<file path="src/design/lda_pkg.sv">
`timescale 1ns / 1ps
// shared widths, reset values and register index codes for the led drive auto gain unit
// no dependencies

package lda_pkg;

    localparam int SAMPLE_W  = 19;
    localparam int RAW_W     = 24;
    localparam int CODE_W    = 8;
    localparam int PROD_W    = SAMPLE_W + CODE_W;
    localparam int CFG_IDX_W = 3;
    localparam int CFG_W     = SAMPLE_W;

    localparam logic [SAMPLE_W-1:0] LOW_THR_RST  = SAMPLE_W'(200000);
    localparam logic [SAMPLE_W-1:0] HIGH_THR_RST = SAMPLE_W'(300000);
    localparam logic [SAMPLE_W-1:0] TARGET_RST   = SAMPLE_W'(250000);
    localparam logic [CODE_W-1:0]   CEIL_RST     = 8'hFF;
    localparam logic [CODE_W-1:0]   FLOOR_RST    = 8'h02;
    localparam logic [CODE_W-1:0]   RED_CUR_RST  = 8'h50;
    localparam logic [CODE_W-1:0]   IR_CUR_RST   = 8'h15;
    localparam logic [CODE_W-1:0]   CODE_MAX     = 8'hFF;

    localparam logic [CFG_IDX_W-1:0] CFG_LOW_THR  = 3'd0;
    localparam logic [CFG_IDX_W-1:0] CFG_HIGH_THR = 3'd1;
    localparam logic [CFG_IDX_W-1:0] CFG_TARGET   = 3'd2;
    localparam logic [CFG_IDX_W-1:0] CFG_CEIL     = 3'd3;
    localparam logic [CFG_IDX_W-1:0] CFG_FLOOR    = 3'd4;

    // handshake between the sequencer and a serial arithmetic unit
    typedef struct packed {
        logic start;
    } t_unit_ctl;

    typedef struct packed {
        logic done;
    } t_unit_sts;

endpackage

</file>
<file path="src/design/lda_in_if.sv">
`timescale 1ns / 1ps
// request channel carrying one raw sensor word for one led channel
// depends on lda_pkg

interface lda_in_if;
    logic                          valid;
    logic                          ready;
    logic                          channel;
    logic [lda_pkg::RAW_W-1:0]     raw_word;

    modport source (output valid, output channel, output raw_word, input ready);
    modport sink   (input valid, input channel, input raw_word, output ready);
endinterface

</file>
<file path="src/design/lda_out_if.sv">
`timescale 1ns / 1ps
// result channel carrying the sample, the drive current and the changed flag
// depends on lda_pkg

interface lda_out_if;
    logic                          valid;
    logic                          ready;
    logic                          channel_out;
    logic [lda_pkg::SAMPLE_W-1:0]  sample_out;
    logic [lda_pkg::CODE_W-1:0]    drive_current;
    logic                          changed;

    modport source (output valid, output channel_out, output sample_out,
                    output drive_current, output changed, input ready);
    modport sink   (input valid, input channel_out, input sample_out,
                    input drive_current, input changed, output ready);
endinterface

</file>
<file path="src/design/led_drive_auto_gain_unit.sv">
`timescale 1ns / 1ps
// led drive auto gain: one request in flight, serial multiply, serial divide
// a request that needs a computed correction passes through S_MUL and S_DIV to S_DONE, any other
// goes straight to S_DONE; S_DONE waits while the output register holds an untaken result, and
// a new request is taken only after S_DONE has loaded the result into the output register
// a finished result sits in the output register while the next request is taken
// synchronous active-low reset restores the threshold, target, ceiling and floor registers and both drive currents
// depends on lda_pkg, lda_in_if, lda_out_if, lda_mul, lda_div

module led_drive_auto_gain_unit (
    input  logic                            i_clk,
    input  logic                            i_rst_n,
    input  logic                            i_cfg_we,
    input  logic [lda_pkg::CFG_IDX_W-1:0]   i_cfg_idx,
    input  logic [lda_pkg::CFG_W-1:0]       i_cfg_data,
    lda_in_if.sink                          i_in,
    lda_out_if.source                       o_out
);

    typedef enum logic [3:0] {
        S_IDLE = 4'b0001,
        S_MUL  = 4'b0010,
        S_DIV  = 4'b0100,
        S_DONE = 4'b1000
    } t_state;

    t_state r_state, n_state;

    logic [lda_pkg::SAMPLE_W-1:0] r_low_thr, r_high_thr, r_target;
    logic [lda_pkg::CODE_W-1:0]   r_ceil, r_floor;
    logic [lda_pkg::CODE_W-1:0]   r_led_cur [2];

    logic                         r_ch;
    logic [lda_pkg::SAMPLE_W-1:0] r_sample;
    logic [lda_pkg::CODE_W-1:0]   r_cur;
    logic                         r_change, r_raise, r_zero;

    logic                         r_out_valid;
    logic                         r_out_ch;
    logic [lda_pkg::SAMPLE_W-1:0] r_out_sample;
    logic [lda_pkg::CODE_W-1:0]   r_out_cur;
    logic                         r_out_changed;

    logic                         in_fire, out_fire, slot_free, done_load;
    logic [lda_pkg::SAMPLE_W-1:0] in_sample;
    logic [lda_pkg::CODE_W-1:0]   in_cur, n_cur, q8;
    logic                         in_raise, in_lower, q_sat;

    lda_pkg::t_unit_ctl           mul_ctl, div_ctl;
    lda_pkg::t_unit_sts           mul_sts, div_sts;
    logic [lda_pkg::PROD_W-1:0]   product, quotient;

    assign in_fire   = i_in.valid && i_in.ready;
    assign out_fire  = r_out_valid && o_out.ready;
    assign slot_free = !r_out_valid || o_out.ready;
    assign done_load = (r_state == S_DONE) && slot_free;

    assign in_sample = i_in.raw_word[lda_pkg::SAMPLE_W-1:0];
    assign in_cur    = r_led_cur[i_in.channel];
    assign in_raise  = (in_sample < r_low_thr) && (in_cur < r_ceil);
    assign in_lower  = (in_sample > r_high_thr) && (in_cur > r_floor);

    assign mul_ctl.start = in_fire && (in_raise || in_lower) && (in_sample != '0);
    assign div_ctl.start = (r_state == S_MUL) && mul_sts.done;

    lda_mul u_mul (
        .i_clk     (i_clk),
        .i_rst_n   (i_rst_n),
        .i_ctl     (mul_ctl),
        .i_code    (in_cur),
        .i_level   (r_target),
        .o_sts     (mul_sts),
        .o_product (product)
    );

    lda_div u_div (
        .i_clk      (i_clk),
        .i_rst_n    (i_rst_n),
        .i_ctl      (div_ctl),
        .i_dividend (product),
        .i_divisor  (r_sample),
        .o_sts      (div_sts),
        .o_quotient (quotient)
    );

    // saturation and clamp of the quotient
    assign q_sat = |quotient[lda_pkg::PROD_W-1:lda_pkg::CODE_W];
    assign q8    = quotient[lda_pkg::CODE_W-1:0];

    always_comb begin
        if (!r_change) begin
            n_cur = r_cur;
        end else if (r_raise) begin
            if (r_zero || q_sat || (q8 > r_ceil)) begin
                n_cur = r_ceil;
            end else begin
                n_cur = q8;
            end
        end else begin
            if (q_sat) begin
                n_cur = lda_pkg::CODE_MAX;
            end else if (q8 < r_floor) begin
                n_cur = r_floor;
            end else begin
                n_cur = q8;
            end
        end
    end

    always_comb begin
        n_state = r_state;
        unique case (r_state)
            S_IDLE: begin
                if (in_fire) begin
                    n_state = mul_ctl.start ? S_MUL : S_DONE;
                end
            end
            S_MUL: begin
                if (mul_sts.done) begin
                    n_state = S_DIV;
                end
            end
            S_DIV: begin
                if (div_sts.done) begin
                    n_state = S_DONE;
                end
            end
            S_DONE: begin
                if (slot_free) begin
                    n_state = S_IDLE;
                end
            end
            default: n_state = S_IDLE;
        endcase
    end

    always_ff @(posedge i_clk) begin
        if (!i_rst_n) begin
            r_state <= S_IDLE;
        end else begin
            r_state <= n_state;
        end
    end

    // configuration registers
    always_ff @(posedge i_clk) begin
        if (!i_rst_n) begin
            r_low_thr  <= lda_pkg::LOW_THR_RST;
            r_high_thr <= lda_pkg::HIGH_THR_RST;
            r_target   <= lda_pkg::TARGET_RST;
            r_ceil     <= lda_pkg::CEIL_RST;
            r_floor    <= lda_pkg::FLOOR_RST;
        end else if (i_cfg_we) begin
            unique case (i_cfg_idx)
                lda_pkg::CFG_LOW_THR:  r_low_thr  <= i_cfg_data;
                lda_pkg::CFG_HIGH_THR: r_high_thr <= i_cfg_data;
                lda_pkg::CFG_TARGET:   r_target   <= i_cfg_data;
                lda_pkg::CFG_CEIL:     r_ceil     <= i_cfg_data[lda_pkg::CODE_W-1:0];
                lda_pkg::CFG_FLOOR:    r_floor    <= i_cfg_data[lda_pkg::CODE_W-1:0];
                default: ;
            endcase
        end
    end

    // per-channel drive current
    always_ff @(posedge i_clk) begin
        if (!i_rst_n) begin
            r_led_cur[0] <= lda_pkg::RED_CUR_RST;
            r_led_cur[1] <= lda_pkg::IR_CUR_RST;
        end else if (done_load) begin
            r_led_cur[r_ch] <= n_cur;
        end
    end

    // request being worked on
    always_ff @(posedge i_clk) begin
        if (in_fire) begin
            r_ch     <= i_in.channel;
            r_sample <= in_sample;
            r_cur    <= in_cur;
            r_change <= in_raise || in_lower;
            r_raise  <= in_raise;
            r_zero   <= (in_sample == '0);
        end
    end

    always_ff @(posedge i_clk) begin
        if (!i_rst_n) begin
            r_out_valid <= 1'b0;
        end else if (done_load) begin
            r_out_valid <= 1'b1;
        end else if (out_fire) begin
            r_out_valid <= 1'b0;
        end
    end

    always_ff @(posedge i_clk) begin
        if (done_load) begin
            r_out_ch      <= r_ch;
            r_out_sample  <= r_sample;
            r_out_cur     <= n_cur;
            r_out_changed <= r_change;
        end
    end

    assign i_in.ready          = (r_state == S_IDLE);
    assign o_out.valid         = r_out_valid;
    assign o_out.channel_out   = r_out_ch;
    assign o_out.sample_out    = r_out_sample;
    assign o_out.drive_current = r_out_cur;
    assign o_out.changed       = r_out_changed;

endmodule

</file>
<file path="src/design/lda_mul.sv">
`timescale 1ns / 1ps
// serial-parallel multiplier: one bit of the current code per cycle, 19-bit add
// depends on lda_pkg

module lda_mul (
    input  logic                          i_clk,
    input  logic                          i_rst_n,
    input  lda_pkg::t_unit_ctl            i_ctl,
    input  logic [lda_pkg::CODE_W-1:0]    i_code,
    input  logic [lda_pkg::SAMPLE_W-1:0]  i_level,
    output lda_pkg::t_unit_sts            o_sts,
    output logic [lda_pkg::PROD_W-1:0]    o_product
);

    localparam int CNT_W = $clog2(lda_pkg::CODE_W);

    logic                          r_busy;
    logic [CNT_W-1:0]              r_cnt;
    logic [lda_pkg::SAMPLE_W-1:0]  r_hi;
    logic [lda_pkg::CODE_W-1:0]    r_lo;
    logic [lda_pkg::SAMPLE_W-1:0]  r_level;
    logic [lda_pkg::SAMPLE_W:0]    n_sum;
    logic                          r_done;

    always_comb begin
        n_sum = {1'b0, r_hi}
              + (r_lo[0] ? {1'b0, r_level} : '0);
    end

    always_ff @(posedge i_clk) begin
        if (!i_rst_n) begin
            r_busy <= 1'b0;
            r_done <= 1'b0;
            r_cnt  <= '0;
        end else begin
            r_done <= 1'b0;
            if (i_ctl.start) begin
                r_busy <= 1'b1;
                r_cnt  <= '0;
            end else if (r_busy) begin
                r_cnt <= r_cnt + 1'b1;
                if (r_cnt == CNT_W'(lda_pkg::CODE_W - 1)) begin
                    r_busy <= 1'b0;
                    r_done <= 1'b1;
                end
            end
        end
    end

    // product shifts right, the multiplier bits leave through the low end
    always_ff @(posedge i_clk) begin
        if (i_ctl.start) begin
            r_hi    <= '0;
            r_lo    <= i_code;
            r_level <= i_level;
        end else if (r_busy) begin
            r_hi <= n_sum[lda_pkg::SAMPLE_W:1];
            r_lo <= {n_sum[0], r_lo[lda_pkg::CODE_W-1:1]};
        end
    end

    assign o_sts.done = r_done;
    assign o_product  = {r_hi, r_lo};

endmodule

</file>
<file path="src/design/lda_div.sv">
`timescale 1ns / 1ps
// restoring divider: one quotient bit per cycle, remainder as wide as the divisor
// depends on lda_pkg

module lda_div (
    input  logic                          i_clk,
    input  logic                          i_rst_n,
    input  lda_pkg::t_unit_ctl            i_ctl,
    input  logic [lda_pkg::PROD_W-1:0]    i_dividend,
    input  logic [lda_pkg::SAMPLE_W-1:0]  i_divisor,
    output lda_pkg::t_unit_sts            o_sts,
    output logic [lda_pkg::PROD_W-1:0]    o_quotient
);

    localparam int CNT_W = $clog2(lda_pkg::PROD_W);

    logic                          r_busy;
    logic                          r_done;
    logic [CNT_W-1:0]              r_cnt;
    logic [lda_pkg::SAMPLE_W-1:0]  r_rem;
    logic [lda_pkg::SAMPLE_W-1:0]  r_dsr;
    logic [lda_pkg::PROD_W-1:0]    r_dq;
    logic [lda_pkg::SAMPLE_W:0]    n_shift;
    logic [lda_pkg::SAMPLE_W+1:0]  n_diff;

    always_comb begin
        n_shift = {r_rem, r_dq[lda_pkg::PROD_W-1]};
        n_diff  = {1'b0, n_shift} - {2'b00, r_dsr};
    end

    always_ff @(posedge i_clk) begin
        if (!i_rst_n) begin
            r_busy <= 1'b0;
            r_done <= 1'b0;
            r_cnt  <= '0;
        end else begin
            r_done <= 1'b0;
            if (i_ctl.start) begin
                r_busy <= 1'b1;
                r_cnt  <= '0;
            end else if (r_busy) begin
                r_cnt <= r_cnt + 1'b1;
                if (r_cnt == CNT_W'(lda_pkg::PROD_W - 1)) begin
                    r_busy <= 1'b0;
                    r_done <= 1'b1;
                end
            end
        end
    end

    // dividend bits shift out the top while quotient bits shift in below
    always_ff @(posedge i_clk) begin
        if (i_ctl.start) begin
            r_rem <= '0;
            r_dsr <= i_divisor;
            r_dq  <= i_dividend;
        end else if (r_busy) begin
            if (n_diff[lda_pkg::SAMPLE_W+1]) begin
                r_rem <= n_shift[lda_pkg::SAMPLE_W-1:0];
            end else begin
                r_rem <= n_diff[lda_pkg::SAMPLE_W-1:0];
            end
            r_dq <= {r_dq[lda_pkg::PROD_W-2:0], ~n_diff[lda_pkg::SAMPLE_W+1]};
        end
    end

    assign o_sts.done = r_done;
    assign o_quotient = r_dq;

endmodule
</file>
<file path="src/flat_wrapper.sv">
// flat-port wrapper written by rule: the top's interface ports become plain ports
module led_drive_auto_gain_unit_flat 
  (i_clk, i_rst_n, i_cfg_we, i_cfg_idx, i_cfg_data, i_in_valid, i_in_channel, i_in_raw_word, i_in_ready, o_out_valid, o_out_channel_out, o_out_sample_out, o_out_drive_current, o_out_changed, o_out_ready);
  lda_in_if i_in_i ();
  lda_out_if o_out_i ();
  input  logic i_clk;
  input  logic i_rst_n;
  input  logic i_cfg_we;
  input  logic [lda_pkg::CFG_IDX_W-1:0] i_cfg_idx;
  input  logic [lda_pkg::CFG_W-1:0] i_cfg_data;
  input wire logic [$bits(i_in_i.valid)-1:0] i_in_valid;
  input wire logic [$bits(i_in_i.channel)-1:0] i_in_channel;
  input wire logic [$bits(i_in_i.raw_word)-1:0] i_in_raw_word;
  output wire logic [$bits(i_in_i.ready)-1:0] i_in_ready;
  output wire logic [$bits(o_out_i.valid)-1:0] o_out_valid;
  output wire logic [$bits(o_out_i.channel_out)-1:0] o_out_channel_out;
  output wire logic [$bits(o_out_i.sample_out)-1:0] o_out_sample_out;
  output wire logic [$bits(o_out_i.drive_current)-1:0] o_out_drive_current;
  output wire logic [$bits(o_out_i.changed)-1:0] o_out_changed;
  input wire logic [$bits(o_out_i.ready)-1:0] o_out_ready;
  assign i_in_i.valid = i_in_valid;
  assign i_in_i.channel = i_in_channel;
  assign i_in_i.raw_word = i_in_raw_word;
  assign i_in_ready = i_in_i.ready;
  assign o_out_valid = o_out_i.valid;
  assign o_out_channel_out = o_out_i.channel_out;
  assign o_out_sample_out = o_out_i.sample_out;
  assign o_out_drive_current = o_out_i.drive_current;
  assign o_out_changed = o_out_i.changed;
  assign o_out_i.ready = o_out_ready;
  led_drive_auto_gain_unit u_core (.i_clk(i_clk), .i_rst_n(i_rst_n), .i_cfg_we(i_cfg_we), .i_cfg_idx(i_cfg_idx), .i_cfg_data(i_cfg_data), .i_in(i_in_i), .o_out(o_out_i));
endmodule
</file>
<file path="config.mk">
export PLATFORM = sky130hd
export DESIGN_NAME = led_drive_auto_gain_unit_flat
export DESIGN_NICKNAME = d
export VERILOG_FILES = /design/src/design/lda_pkg.sv /design/src/design/lda_in_if.sv /design/src/design/lda_out_if.sv /design/src/design/led_drive_auto_gain_unit.sv /design/src/design/lda_mul.sv /design/src/design/lda_div.sv /design/src/flat_wrapper.sv
export SDC_FILE = /design/constraint.sdc
export NUM_CORES = 1
export LEC_CHECK = 0
export BUFFER_PORTS_ARGS = -buffer_cell sky130_fd_sc_hd__buf_2
export CAP_MARGIN = 30
export CORE_AREA = 3 3 172 174
export CTS_BUF_LIST = sky130_fd_sc_hd__clkbuf_8
export CTS_CLUSTER_DIAMETER = 50
export DETAILED_ROUTE_END_ITERATION = 8
export DIE_AREA = 0 0 175 177
export GPL_ROUTABILITY_DRIVEN = 0
export PLACE_DENSITY = 0.67
export SYNTH_ARGS = -nofsm -noshare
export SYNTH_HDL_FRONTEND = slang
export SYNTH_SLANG_ARGS = --single-unit
</file>
<file path="constraint.sdc">
create_clock -name i_clk -period 5.4 [get_ports i_clk]
set_input_delay 0 -clock i_clk [delete_from_list [all_inputs] [get_ports i_clk]]
set_output_delay 0 -clock i_clk [all_outputs]
set_load 0.005 [all_outputs]
</file>
==> results of run 1 <==
[Yosys cell counts (6+ instances only)]
master,count
nand3_1,28
o211ai_1,34
a21boi_0,50
edfxtp_1,149
a211oi_1,17
buf_2,6
mux2i_1,36
a21o_1,22
and3_1,13
xnor2_1,17
o31ai_1,7
a21oi_1,56
nor2b_1,13
nand2b_1,10
nor3_1,23
inv_1,96
and2_1,24
mux2_2,18
o21a_1,9
or3_1,7
o21ai_0,49
xor2_1,9
nand4_1,15
o21bai_1,7
nand2_1,249
nor4_1,11
nor3b_1,7
a31oi_1,7
nor2_1,78
clkbuf_1,45
dfxtp_1,128
ha_1,109
[logic make-up (layout without fill, tap and decap cells)]
logic type               Yosys count  in the layout  share of synthesized area
AO/OA/AOI/OAI                    286            286                      0.137
XOR/XNOR                          26             26                     0.0162
adder cells (fa/ha/maj)          111            111                     0.0999
buffers and inverters            154            318                     0.0417
flip-flops                       277            277                      0.501
multiplexers                      54             54                     0.0401
AND/OR/NAND/NOR                  501            501                      0.165
[cell type report]
type                       instances  area (um2)
fill                            2463       11700
inverter                          98         368
timing repair buffer             131         938
sequential                       277        7040
clock inverter                    37         253
multi-input combinational        978        6440
tap                              378         473
clock buffer                      52         716
[where the power goes]
| part | internal, uW | leakage, uW | total (uW) | switching [uW] |
|---|---|---|---|---|
| sequential | 2460 | 0.00240 | 2620 | 159 |
| clock | 1040 | 0.000544 | 1910 | 865 |
| combinational | 505 | 0.00372 | 1160 | 653 |
[through the flow]
| step | power, uW | cells | util | worst slack [ps] |
|---|---|---|---|---|
| after floorplan | 3460 | 1409 | - | 1650 |
| after global placement | 3740 | 1817 | 0.529 | 1730 |
| after detailed placement | 3790 | 1819 | 0.531 | 1860 |
| after CTS | 5730 | 1951 | 0.581 | 1820 |
| after global routing | 5990 | 1951 | 0.581 | 1680 |
| final | 5680 | 1951 | 0.581 | 1850 |
[worst max-delay path, stage by stage, from the launching register on]
cell       delay [ps]
dfxtp_1           330
inv_1              50
ha_1              300
nand4_1           120
nor3_1            400
o21ai_0           200
a31oi_1           220
a2111oi_0         140
o31ai_1           260
and3b_2           760
buf_4             400
and4b_1           220
[timing repair]
item,CTS,global route
endpoints found under the hold margin,98,0
hold buffers,43,0
setup endpoints to repair,0,0
[layer usage]
layer,part of all wire,global-route usage
met5,0,0
met4,0.033,0.0775
met3,0.050,0.0296
met2,0.44,0.338
met1,0.48,0.302
[path summary, 6_finish.rpt]
kind	startpoint	end	slack, ps
max	u_core.r_high_thr[10]	u_core.u_mul.o_sts	1850
min	i_cfg_we	u_core.r_floor[3]	60
max reg2reg	u_core.r_high_thr[10]	u_core.u_mul.o_sts	1850
min reg2reg	u_core.r_target[17]	u_core.u_mul.r_level[17]	430
==> results.sh, run 1 <==
export IMPL_dieWidth_um=175
export IMPL_drt_pass1_iter_count=5
export IMPL_yosysWarningCount=0
export IMPL_portBuffers=77
export IMPL_grt_max_degree=92
export IMPL_rsz0062_at_grt="false"
export IMPL_yosys_area_top_type="edfxtp_1"
export IMPL_relSlewSlack=0.353
export IMPL_grt_antenna_before_repair=0
export IMPL_core_area_mm2=0.0279
export IMPL_cts_setup_buffers=0
export IMPL_dp_hpwl_um=23200
export IMPL_worst_path_max_fanout=33
export IMPL_worst_pin_slew_ps=970
export IMPL_grt_ovfl_total=0
export IMPL_cts_tree="done"
export IMPL_leakagePower_uw=0.00667
export IMPL_antenna_left=0
export IMPL_dpl_cell_area_mm2=0.0148
export IMPL_fin_skew_ps=33.9
export IMPL_fin_nets=1697
export IMPL_worst_hold_slack_ps=61.0
export IMPL_synthesis_area_mm2=0.0141
export IMPL_drt_total_wl_um=33100
export IMPL_synth_cell_types=64
export IMPL_p_per_area_mw_per_mm2=350
export IMPL_drive_gt1_frac=0.115
export IMPL_fmax_mhz=282
export IMPL_synth_async_sr_flop_share=0
export IMPL_period_share=0.657
export IMPL_ys_flop_type="edfxtp_1"
export IMPL_synth_edff_count=149
export IMPL_tns_ps=0
export IMPL_criticalPathCategory="flop to flop"
export IMPL_cp_end_kind="flop"
export IMPL_drt_iter0_drc=723
export IMPL_grt_usage=0.214
export IMPL_synth_area_leaders="edfxtp_1, dfxtp_1, ha_1"
export IMPL_min_path_cells=4
export IMPL_ys_seq_area_frac=0.501
export IMPL_clockBufferDepth=3
export IMPL_wl_per_cell_um=17.0
export IMPL_via_per_inst=5.47
export IMPL_start_util=0.503
export IMPL_final_cell_mix="nand2_1, edfxtp_1, dfxtp_1, inv_1, ha_1"
export IMPL_cts_buffers=48
export IMPL_clk_pin_slew_worst_paths_ps=60
export IMPL_hold_viol=0
export IMPL_vias=10700
export IMPL_die_h_um=177
export IMPL_post_cts_resized=0
export IMPL_setup_viol=0
export IMPL_largest_reg_flops=27
export IMPL_ys_seq_elements=277
export IMPL_status="finished clean"
export IMPL_worst_endpoint_arrival_ps=4000
export IMPL_cp_required_ps=5850
export IMPL_avgSynthCellArea_um2=9.97
export IMPL_grt_first_pass_wirelength_um=53600
export IMPL_min_period_ps=3550
export IMPL_syn_nets=1572
export IMPL_slew_viol_final=0
export IMPL_areaGrowthSynthToFinish_pct=15.4
export IMPL_vdd_ir_drop_max_mv=0.218
export IMPL_hold_path_class="input port to flop"
export IMPL_die_area_mm2=0.0310
export IMPL_clock_sinks=277
export IMPL_insertedDiodeCount=0
export IMPL_ios=83
export IMPL_grt_pass1_vias=10300
export IMPL_drc=0
export IMPL_cts_root_buf="clkbuf_8"
export IMPL_critPathLaunchType="flop"
export IMPL_fin_area_mm2=0.0162
export IMPL_rr_worst_depth=11
export IMPL_maxCapViolations=0
export IMPL_row_count=61
export IMPL_syn_inst=1409
export IMPL_final_common_cell="nand2_1"
export IMPL_yosysTopAreaCellShare=0.318
export IMPL_insertion_delay_ps=580
export IMPL_htree_levels=2
Power figures use the tool's default switching activity.
==> run 2, diff against run 1 <==
- PLACE_DENSITY: 0.67 -> 0.7
- clock period: 5.4 -> 2.9 ns (I/O delays scaled with it)
==> run 2 against run 1 <==
Net effect: clock skew fell by 11 ps; critical path depth unchanged; via count grew 2.4%; sequential power up 86%; sequential share of layout area is 1.0 points lower.
==> results.sh, run 2 (synthesized netlist as in run 1, its figures left out) <==
export IMPL_wl_per_cell_um=17.3
export IMPL_fin_nets=1731
export IMPL_final_cell_mix="nand2_1, edfxtp_1, dfxtp_1, inv_1, ha_1"
export IMPL_place_ws_ps=-183
export IMPL_areaGrowthSynthToFinish_pct=18.2
export IMPL_clkPwrFrac=0.327
export IMPL_hold_viol=0
export IMPL_tns_ps=0
export IMPL_clock_sinks=277
export IMPL_vdd_ir_drop_max_mv=0.443
export IMPL_die_h_um=177
export IMPL_ios=83
export IMPL_insertedDiodeCount=0
export IMPL_htree_levels=2
export IMPL_largest_reg_flops=27
export IMPL_drt_total_wl_um=34400
export IMPL_grt_usage=0.220
export IMPL_fin_skew_ps=22.9
export IMPL_worst_pin_slew_ps=923
export IMPL_leakagePower_uw=0.00687
export IMPL_setup_viol=0
export IMPL_dpl_cell_area_mm2=0.0150
export IMPL_p_sw_uw=3190
export IMPL_status="finished clean"
export IMPL_vias=10900
export IMPL_seqPwrFrac=0.454
export IMPL_cp_required_ps=3200
export IMPL_row_count=61
export IMPL_worst_path_max_fanout=12
export IMPL_cts_root_buf="clkbuf_8"
export IMPL_final_common_cell="nand2_1"
export IMPL_core_area_mm2=0.0279
export IMPL_maxCapViolations=0
export IMPL_relSlewSlack=0.385
export IMPL_p_per_area_mw_per_mm2=646
export IMPL_slew_viol_final=0
export IMPL_grt_max_degree=74
export IMPL_period_share=0.970
export IMPL_min_period_ps=2810
export IMPL_dp_hpwl_um=24400
export IMPL_drc=0
export IMPL_p_total_uw=10700
export IMPL_clockBufferDepth=3
export IMPL_swShare=0.298
export IMPL_fin_ws_ps=86.8
export IMPL_critPathLaunchType="flop"
export IMPL_grt_pass1_vias=10700
export IMPL_worst_endpoint_arrival_ps=3120
export IMPL_internal_power_uw=7530
export IMPL_n_fill_cell=2418
export IMPL_drt_iter0_drc=993
export IMPL_hold_path_class="input port to flop"
export IMPL_comb_power_share=0.219
export IMPL_worst_hold_slack_ps=58.6
export IMPL_grt_first_pass_wirelength_um=55200
export IMPL_start_util=0.503
export IMPL_drt_pass1_iter_count=5
export IMPL_fin_area_mm2=0.0166
export IMPL_clk_pin_slew_worst_paths_ps=60
export IMPL_antenna_left=0
export IMPL_grt_ovfl_total=0
export IMPL_cp_end_kind="flop"
export IMPL_via_per_inst=5.51
export IMPL_fmax_mhz=355
export IMPL_drive_gt1_frac=0.150
export IMPL_criticalPathCategory="flop to flop"
export IMPL_portBuffers=77
export IMPL_cts_tree="done"
export IMPL_die_area_mm2=0.0310
export IMPL_grt_antenna_before_repair=0
export IMPL_insertion_delay_ps=570
export IMPL_cts_buffers=48
export IMPL_dieWidth_um=175
==> run 2: cell count changes in the layout (fill, tap and decap cells not counted), moves of 4 or more <==
cell,change
clkinv_2,+6
mux2_2,-5
buf_4,+28
a21oi_1,-4
mux2_4,+5
a21oi_2,+4
==> run 2: layout make-up <==
| cell class | count | area (um2) | area share |
|---|---|---|---|
| tap | 378 | 473 | 0.0285 |
| inverter | 98 | 368 | 0.0221 |
| sequential | 277 | 7040 | 0.424 |
| timing repair buffer | 165 | 1200 | 0.0722 |
| clock buffer | 50 | 688 | 0.0414 |
| multi-input combinational | 978 | 6580 | 0.396 |
| clock inverter | 40 | 263 | 0.0158 |
==> run 2: stage by stage <==
stage	instances	util
CTS	1978	0.587
floorplan	1409	-
detailed placement	1841	0.536
global route	1986	0.595
global placement	1841	0.536
finish	1986	0.595
==> run 2: worst paths after layout <==
| check | startpoint | to | slack [ps] | cells past startpoint |
|---|---|---|---|---|
| worst max-delay path | u_core.r_led_cur[0][1] | u_core.u_mul.r_lo[4] | 90 | 11 |
| worst min register to register | u_core.r_target[6] | u_core.u_mul.r_level[6] | 430 | 0 |
| worst min-delay path | i_cfg_we | u_core.r_floor[4] | 60 | 4 |
| worst max register to register | u_core.r_led_cur[0][1] | u_core.u_mul.r_lo[4] | 90 | 11 |
==> run 2: power by group through the flow <==
stage	sequential, uW	clock (uW)	combinational [uW]
2_1_floorplan	4810	0	1630
3_3_place_gp	4930	0	2110
3_5_place_dp	4940	0	2170
4_1_cts	4850	3590	2250
5_1_grt	4900	3780	2630
6_report	4870	3510	2350
==> run 2: worst max-delay path, stage by stage (launching register included) <==
cell and delay (ps):
edfxtp_1 370, mux2_4 310, ha_1 310, nor2b_1 140, o21a_1 160, o21ai_1 140
a211oi_2 90, a211oi_2 240, o31ai_2 90, and3b_2 230, buf_12 150, or2_4 300
==> run 2: repair_timing <==
| action | CTS | global route |
|---|---|---|
| setup buffers | 1 | 8 |
| pin swaps | 2 | 16 |
| hold buffers | 46 | 0 |
| gates resized for setup | 3 | 36 |
| endpoints found under the setup margin | 41 | 78 |
| hold endpoints to repair | 116 | 0 |
==> run 2: per-layer routing <==
layer	routed length (um)	track usage	vias up	share of wire
li1	-	-	5348	-
met1	16200	0.311	5240	0.47
met2	15700	0.356	293	0.46
met3	1770	0.0315	58	0.052
met4	758	0.0582	0	0.022
met5	0	0	-	0
